`src/hw/rtl/spqt_pkg.sv`:
```
`timescale 1ns / 1ps

package spqt_pkg;

    // Default configuration of the table
    localparam int NUM_SIGNALS_DEF = 32;
    localparam int QUEUE_LIMIT_DEF = 3;
    localparam int RING_DEPTH_DEF  = 4;
    localparam int KILL_SIGNAL_DEF = 9;

    localparam int PAYLOAD_W = 64;
    localparam int SIGNO_W   = 5;
    localparam int MASK_W    = 32;

    typedef enum logic [1:0] {
        CMD_SEND    = 2'd0,
        CMD_QSEND   = 2'd1,
        CMD_CLAIM   = 2'd2,
        CMD_RESTORE = 2'd3
    } cmd_t;

    typedef enum logic [1:0] {
        ST_OK      = 2'd0,
        ST_INVALID = 2'd1,
        ST_FULL    = 2'd2,
        ST_EMPTY   = 2'd3
    } status_t;

    // One command beat as held in the input register
    typedef struct packed {
        cmd_t                 command;
        logic [SIGNO_W-1:0]   signo;
        logic [PAYLOAD_W-1:0] payload;
        logic                 had_payload;
        logic                 alive;
    } item_t;

    // Result fields other than the claimed payload, which comes from the RAM
    typedef struct packed {
        status_t           status;
        logic              has_payload;
        logic              dropped;
        logic              terminate;
        logic [MASK_W-1:0] mask;
    } result_t;

endpackage

```
`src/hw/rtl/spqt_engine.sv`:
```
`timescale 1ns / 1ps

module spqt_engine #(
    parameter int NUM_SIGNALS = spqt_pkg::NUM_SIGNALS_DEF,
    parameter int QUEUE_LIMIT = spqt_pkg::QUEUE_LIMIT_DEF,
    parameter int RING_DEPTH  = spqt_pkg::RING_DEPTH_DEF,
    parameter int KILL_SIGNAL = spqt_pkg::KILL_SIGNAL_DEF,
    localparam int ADDR_W = $clog2(NUM_SIGNALS * RING_DEPTH)
) (
    input  logic                           clk,
    input  logic                           rst_n,
    input  spqt_pkg::item_t                item,
    input  logic                           exec,
    output spqt_pkg::result_t              result,
    output logic                           mem_we,
    output logic                           mem_re,
    output logic [ADDR_W-1:0]              mem_addr,
    output logic [spqt_pkg::PAYLOAD_W-1:0] mem_wdata
);

    localparam int SIG_W = $clog2(NUM_SIGNALS);
    localparam int IDX_W = (SIG_W > spqt_pkg::SIGNO_W) ? SIG_W : spqt_pkg::SIGNO_W;
    localparam int PTR_W = $clog2(RING_DEPTH);
    localparam int CNT_W = $clog2(RING_DEPTH + 1);
    localparam int LIMIT = (QUEUE_LIMIT < RING_DEPTH) ? QUEUE_LIMIT : RING_DEPTH;

    // Per-signal state
    logic [NUM_SIGNALS-1:0] plain_reg;
    logic [NUM_SIGNALS-1:0] summary_reg;
    logic [PTR_W-1:0]       head_reg  [NUM_SIGNALS];
    logic [PTR_W-1:0]       tail_reg  [NUM_SIGNALS];
    logic [CNT_W-1:0]       count_reg [NUM_SIGNALS];

    logic [IDX_W-1:0]       signo_ext;
    logic [SIG_W-1:0]       idx;
    logic                   sig_ok;
    logic [PTR_W-1:0]       hd;
    logic [PTR_W-1:0]       tl;
    logic [CNT_W-1:0]       cnt;
    logic                   plain_next;
    logic [PTR_W-1:0]       head_next;
    logic [PTR_W-1:0]       tail_next;
    logic [CNT_W-1:0]       count_next;
    logic                   summary_next;
    logic [PTR_W-1:0]       slot;
    logic                   we;
    logic                   re;
    logic [NUM_SIGNALS-1:0] mask_next;

    function automatic logic [PTR_W-1:0] ptr_inc(input logic [PTR_W-1:0] p);
        logic [PTR_W-1:0] r;
        if (p == PTR_W'(RING_DEPTH - 1))
        begin
            r = '0;
        end
        else
        begin
            r = p + 1'b1;
        end
        return r;
    endfunction

    function automatic logic [PTR_W-1:0] ptr_dec(input logic [PTR_W-1:0] p);
        logic [PTR_W-1:0] r;
        if (p == '0)
        begin
            r = PTR_W'(RING_DEPTH - 1);
        end
        else
        begin
            r = p - 1'b1;
        end
        return r;
    endfunction

    // Select the addressed signal
    assign signo_ext = IDX_W'(item.signo);
    assign idx       = signo_ext[SIG_W-1:0];
    assign sig_ok    = (item.signo != '0) && (32'(item.signo) < NUM_SIGNALS);
    assign hd        = head_reg[idx];
    assign tl        = tail_reg[idx];
    assign cnt       = count_reg[idx];

    // Decode the command against the signal's current state
    always_comb
    begin
        plain_next         = plain_reg[idx];
        head_next          = hd;
        tail_next          = tl;
        count_next         = cnt;
        slot               = hd;
        we                 = 1'b0;
        re                 = 1'b0;
        result.status      = spqt_pkg::ST_OK;
        result.has_payload = 1'b0;
        result.dropped     = 1'b0;
        result.terminate   = 1'b0;

        if (!sig_ok)
        begin
            result.status = spqt_pkg::ST_INVALID;
        end
        else
        begin
            case (item.command)
                spqt_pkg::CMD_SEND:
                begin
                    if (item.alive)
                    begin
                        plain_next       = 1'b1;
                        result.terminate = (32'(item.signo) == KILL_SIGNAL);
                    end
                end
                spqt_pkg::CMD_QSEND:
                begin
                    if (item.alive)
                    begin
                        if (cnt >= CNT_W'(LIMIT))
                        begin
                            result.status = spqt_pkg::ST_FULL;
                        end
                        else
                        begin
                            slot             = tl;
                            we               = 1'b1;
                            tail_next        = ptr_inc(tl);
                            count_next       = cnt + 1'b1;
                            result.terminate = (32'(item.signo) == KILL_SIGNAL);
                        end
                    end
                end
                spqt_pkg::CMD_CLAIM:
                begin
                    if (!summary_reg[idx])
                    begin
                        result.status = spqt_pkg::ST_EMPTY;
                    end
                    else if (cnt != '0)
                    begin
                        // Oldest payload goes first
                        slot               = hd;
                        re                 = 1'b1;
                        result.has_payload = 1'b1;
                        head_next          = ptr_inc(hd);
                        count_next         = cnt - 1'b1;
                    end
                    else
                    begin
                        plain_next = 1'b0;
                    end
                end
                spqt_pkg::CMD_RESTORE:
                begin
                    if (item.had_payload)
                    begin
                        if (cnt >= CNT_W'(RING_DEPTH))
                        begin
                            plain_next     = 1'b1;
                            result.dropped = 1'b1;
                        end
                        else
                        begin
                            // Push back in front of the head
                            head_next  = ptr_dec(hd);
                            slot       = ptr_dec(hd);
                            we         = 1'b1;
                            count_next = cnt + 1'b1;
                        end
                    end
                    else
                    begin
                        plain_next = 1'b1;
                    end
                end
                default:
                begin
                    result.status = spqt_pkg::ST_OK;
                end
            endcase
        end

        summary_next = plain_next | (count_next != '0);
        mask_next    = summary_reg;
        if (sig_ok)
        begin
            mask_next[idx] = summary_next;
        end
        result.mask = spqt_pkg::MASK_W'(mask_next);
    end

    // Drive the payload RAM
    assign mem_we    = exec && we;
    assign mem_re    = exec && re;
    assign mem_addr  = ADDR_W'(32'(idx) * RING_DEPTH + 32'(slot));
    assign mem_wdata = item.payload;

    // Commit the signal's state on each executed beat that names a valid signal
    always_ff @(posedge clk or negedge rst_n)
    begin
        if (!rst_n)
        begin
            plain_reg   <= '0;
            summary_reg <= '0;
            for (int i = 0; i < NUM_SIGNALS; i++)
            begin
                head_reg[i]  <= '0;
                tail_reg[i]  <= '0;
                count_reg[i] <= '0;
            end
        end
        else if (exec && sig_ok)
        begin
            plain_reg[idx]   <= plain_next;
            summary_reg[idx] <= summary_next;
            head_reg[idx]    <= head_next;
            tail_reg[idx]    <= tail_next;
            count_reg[idx]   <= count_next;
        end
    end

endmodule

```
`config.mk`:
```
export PLATFORM = sky130hd
export DESIGN_NAME = spqt_engine
export DESIGN_NICKNAME = d
export VERILOG_FILES = /design/src/hw/rtl/spqt_pkg.sv /design/src/hw/rtl/spqt_engine.sv
export SDC_FILE = /design/constraint.sdc
export NUM_CORES = 1
export LEC_CHECK = 0
export BUFFER_PORTS_ARGS = -buffer_cell sky130_fd_sc_hd__buf_4
export CORE_MARGIN = 5
export CORE_UTILIZATION = 55
export DETAILED_ROUTE_END_ITERATION = 8
export PLACE_DENSITY = 0.76
export SLEW_MARGIN = 40
export SYNTH_ARGS = -nofsm -noshare
export SYNTH_HDL_FRONTEND = slang
export SYNTH_SLANG_ARGS = --single-unit
```
`constraint.sdc`:
```
create_clock -name clk -period 12.8 [get_ports clk]
set_input_delay 1.92 -clock clk [delete_from_list [all_inputs] [get_ports clk]]
set_output_delay 1.92 -clock clk [all_outputs]
set_load 0.02 [all_outputs]
```
; ---- Word level (Yosys, flattened, before mapping)
; Index checks and enable logic that the tools add are counted.
[word_totals]
register_bits = 288
latch_bits = 0
mem_bits_rw = 0
mem_bits_ro = 0
input_bits = 76
out_inout_bits = 110
word_cells = 208
mem_count = 0
[classes]
add_sub_neg = 6
mul = 0
div = 0
magnitude_cmp = 6
n_eq_ne = 6
shifts = 0
muxes = 80
bitwise = 2
n_reduce_logical = 10
[op_table]
columns = cell, count
row1 = bitwise mux 64 bit, 2
row2 = bitwise mux 96 bit, 1
row3 = bitwise mux 32 bit, 2
row4 = two-way mux 2 bit, 24
row5 = two-way mux 3 bit, 11
row6 = two-way mux 32 bit, 1
row7 = two-way mux 1 bit, 24
row8 = binary-select mux 2 bit (select 5 bit), 2
row9 = binary-select mux 3 bit (select 5 bit), 1
row10 = demux 3 bit (select 5 bit), 1
row11 = one-hot mux 2 bit (2 select lines), 3
row12 = binary-select mux 1 bit (select 5 bit), 2
row13 = demux 2 bit (select 5 bit), 1
row14 = one-hot mux 3 bit (3 select lines), 1
row15 = equality test 2 bit (second input constant), 4
row16 = adder 7 x 2 -> 7 bit, 1
row17 = >= comparator 6 bit (second input constant), 1
row18 = < comparator 5 x 6 -> 1 bit (second input constant), 1
row19 = < comparator 6 x 1 -> 1 bit (second input constant), 1
row20 = inverter 5 -> 6 bit, 1
row21 = nonzero test 3 bit, 2
row22 = demux 1 bit (select 5 bit), 1
row23 = equality test 5 x 4 -> 1 bit (second input constant), 1
row24 = >= comparator 5 x 1 -> 1 bit (second input constant), 1
row25 = 13 further kinds, 20

; ---- Depth between registers and ports, before layout
[depth]
ltp_word = 13
ltp_mapped = 19
mapped_depth_nobuf = 13

; ---- Worst setup path after synthesis
; OpenSTA, ideal clock, no wires.
[synth_path]
kind = input to output
startpoint = in item[67] (netlist bit)
endpoint = out result[10] (netlist bit)
arrival_time_ns = 5.192
t_required_ns = 10.880
slack_ns = 5.688
path_stages = 19
n_path_buf = 7
path_cell_list = buf_6 -> buf_6 -> buf_2 -> buf_2 -> buf_2 -> mux2i_1 -> o22ai_1 -> nor4_1 -> nand2_1 -> ha_1 -> inv_1 -> ha_1 -> and3_1 -> a21oi_2 -> a211oi_1 -> nor2b_1 -> clkbuf_1 -> buf_2 -> a31oi_1
[synth_lines]
columns = item, line
row1 = "start, declared", spqt_engine.sv:12  ; input spqt_pkg::item_t item,
row2 = "end, declared", spqt_engine.sv:14  ; output spqt_pkg::result_t result,

==> flow_metrics.tcl <==
set metrics [dict create \
    worst-r2r-setup-slack_ns 8.83 \
    yosysMostFrequentCell "sky130_fd_sc_hd__nand2_1" \
    post_cts.repair.setup_buffers 0 \
    antenna_cell_count 0 \
    via_count 11600 \
    worstSetupPathType "in -> out" \
    power.switching_w 0.000765 \
    fin_cells 1835 \
    largest_register_ffs 96 \
    avgRoutedWirePerCell_um 22.2 \
    max_cap_viol_count 0 \
    finalHoldViolCount 0 \
    launching_instance_or_port_of_the_critical_path "item[67]" \
    worstSetupStartpointType "primary input" \
    placeableCoreArea_um2 26100 \
    syn_inst 1563 \
    net_count_after_synthesis 1647 \
    yosys.area.top_type_share_pct 49.2 \
    rsz0062_at_grt "no" \
    worst-endpoint-arrival_ns 6.74 \
    nNetsFinal 1562 \
    cts_hold_repair.buffers 0 \
    place.port_buffers 57 \
    postCtsResizedCells 0 \
    endpoint_kind "output pin" \
    placed_cells 1780 \
    power.leakage_nw 7.12 \
    min_path_type "reg -> reg" \
    intPower_w 0.00173 \
    ys_seq_area_share_pct 49.2 \
    drv_slew 0 \
    gr-total-overflow 0 \
    run_status "complete, no violations" \
    post-dp-hpwl_mm 27.8 \
    die-width_um 173 \
    root_buffer "sky130_fd_sc_hd__clkbuf_16" \
    yosys_most_used_dff "sky130_fd_sc_hd__dfrtp_1" \
    first_pass_grt_wire_length_mm 66.0 \
    final_wl_mm 40.7 \
    power_frac_clock_pct 34.4 \
    timing.clock.skew_ns 0.0168 \
    power_frac_seq_pct 44.5 \
    synth-edff-count 0 \
    pin_count_of_the_biggest_net_entering_global_routing 85 \
    cts_tree "done" \
    ys_warn_count 0 \
    power-per-cell-area_nw_per_um2 160 \
    post_drt_via_cell_ratio 6.32 \
    initial_cell_density_of_the_core_pct 56.1 \
    worstReg2RegStart "count_reg[50]$_DFFE_PN0P_" \
    number_of_buffers_added_by_the_clock_tree_synthesis_step 30 \
    fp.dieH_um 173 \
    flow.area_growth_from_synthesis_pct 6.59 \
    cts.reportedPaths.clkPinSlew_ns 0.06 \
    ys_top_cells_by_count "sky130_fd_sc_hd__nand2_1 (377), sky130_fd_sc_hd__dfrtp_1 (288), sky130_fd_sc_hd__o21ai_0 (174)" \
    crit_path_max_fanout 69 \
    io-pin-count 186 \
    netSwitchingFraction_pct 30.7 \
    worst_slack_ns 4.14 \
    min_period_ns 8.66 \
    ys_seq_elements 288 \
    worstHoldStart "head_reg[63]$_DFFE_PN0P_" \
    finalWeightedCongestion 0.930 \
    power.combinational.fraction_pct 21.0 \
    critPathRequiredTime_ns 10.88 \
    synth_top_area_cell "sky130_fd_sc_hd__dfrtp_1" \
    post-route-drc-count 0 \
    clk_path_buf_depth 3 \
    drt-pass1-iter-count 6 \
    clkSinkCount 288 \
    via_count_of_the_first_global_routing_pass 11600 \
    power_w 0.00250 \
    h-tree-depth 1 \
    synthArstFlopShare_pct 100 \
    max_slew.worst_pin.slew_ns 0.835 \
    drt_first_iter_violations 1346 \
    floorplan.die_area_um2 30000 \
    grt_antenna_before_repair 1 \
    netlist_top_cells_area "sky130_fd_sc_hd__dfrtp_1 (49%), sky130_fd_sc_hd__nand2_1 (9.7%), sky130_fd_sc_hd__o21ai_0 (5.9%)" \
    floorplan.rows 59 \
    synth_area_per_cell_um2 9.38 \
    final_setup_violation_count 0 \
    preCtsSetupSlack_ns 4.30 \
    ir_drop_mv 0.110 \
    post-route-period-util_pct 67.7 \
    clk_latency_ns 0.56 \
    relSlewSlack_pct 43.9 \
    post_route_cells_drive_above_1_share_pct 13.5 \
    syn_area_um2 14700 \
    sum_neg_setup_slack_ns 0 \
    antenna_violating_nets_post_route 0 \
    grt.total_usage_pct 27.1 \
    post_synth_num_cell_types 61 \
    fmaxAchievable_ghz 0.115 \
]
==> path summary, 6_finish.rpt <==
check,to,cells past startpoint
setup / recovery,result[20],14
hold / removal,head_reg[63]$_DFFE_PN0P_,0
setup reg to reg,summary_reg[14]$_DFFE_PN0P_,10
hold reg to reg,head_reg[63]$_DFFE_PN0P_,0
max in group asynchronous,head_reg[55]$_DFFE_PN0P_,2
min in group asynchronous,head_reg[27]$_DFFE_PN0P_,1
==> logic make-up after synthesis <==
kind of cell,share of synthesized area (%)
flops,49.2
simple gates,17.6
fa+ha+maj,0.683
mux,11.1
xor+xnor,0.179
compound gates,13.3
buf+inv,7.92
==> layer usage <==
layer	GRT usage, %	wire length [µm]	up-vias
met2	41.6	18500	602
met4	10.1	1660	2
met1	38.3	16500	5693
met3	6.06	4060	142
li1	-	-	5164
met5	0	7	-
==> per-stage QoR <==
step           area [µm²]  hold WS [ns]  util [%]
3_3_place_gp        14500         0.361      55.7
6_report            15600         0.380      59.8
2_1_floorplan       14700         0.425         -
4_1_cts             15600         0.378      59.7
3_5_place_dp        14600         0.365      56.0
5_1_grt             15600         0.389      59.8
==> power groups by stage <==
stage	sequential, W	clock (W)	combinational, W
CTS	0.00111	0.000869	0.000519
detailed placement	0.00112	0	0.000518
finish	0.00111	0.000859	0.000525
floorplan	0.00109	0	0.000396
global route	0.00112	0.000910	0.000577
global placement	0.00112	0	0.000500
==> critical path: stages <==
cell	delay, ns
sky130_fd_sc_hd__buf_6	0.42
sky130_fd_sc_hd__buf_6	0.71
sky130_fd_sc_hd__mux2i_1	0.26
sky130_fd_sc_hd__o22ai_1	0.11
sky130_fd_sc_hd__nor4_2	0.54
sky130_fd_sc_hd__and2_1	0.45
sky130_fd_sc_hd__ha_1	0.30
sky130_fd_sc_hd__and3_1	0.27
sky130_fd_sc_hd__a21oi_2	0.07
sky130_fd_sc_hd__a211oi_1	0.67
sky130_fd_sc_hd__nor2b_4	0.07
sky130_fd_sc_hd__buf_4	0.33
sky130_fd_sc_hd__a31oi_1	0.28
sky130_fd_sc_hd__buf_4	0.17
==> layout make-up <==
| cell class | instances | area (µm²) |
|---|---|---|
| fillers | 2176 | 10500 |
| clock buffers | 48 | 910 |
| repair buffers | 72 | 604 |
| inverters | 11 | 41.3 |
| clock inverters | 6 | 62.6 |
| flip-flops and latches | 288 | 7210 |
| well taps | 335 | 419 |
| multi-input cells | 1075 | 6380 |
==> placed cells by master, fill, tap and decap left out, types with 4 or more instances in the layout <==
master                        n
sky130_fd_sc_hd__buf_4       63
sky130_fd_sc_hd__clkbuf_1    10
sky130_fd_sc_hd__nor4_1       4
sky130_fd_sc_hd__o21ai_0    174
sky130_fd_sc_hd__and3_1       4
sky130_fd_sc_hd__mux4_2      32
sky130_fd_sc_hd__clkbuf_16   31
sky130_fd_sc_hd__a22oi_1     17
sky130_fd_sc_hd__nand2_1    377
sky130_fd_sc_hd__nor2_2       4
sky130_fd_sc_hd__or4bb_1      6
sky130_fd_sc_hd__nor3_1       5
sky130_fd_sc_hd__mux2i_1     65
sky130_fd_sc_hd__o22ai_1     41
sky130_fd_sc_hd__buf_6        4
sky130_fd_sc_hd__nand4_1      5
sky130_fd_sc_hd__nand4b_1     5
sky130_fd_sc_hd__ha_1         8
sky130_fd_sc_hd__mux2_2      22
sky130_fd_sc_hd__dfrtp_1    288
sky130_fd_sc_hd__nor2_1     148
sky130_fd_sc_hd__clkbuf_8     8
sky130_fd_sc_hd__inv_1       11
sky130_fd_sc_hd__a31oi_1     63
sky130_fd_sc_hd__a21oi_1     22
sky130_fd_sc_hd__nand3_1     11
Note: power is estimated with default switching activity, not from simulation.
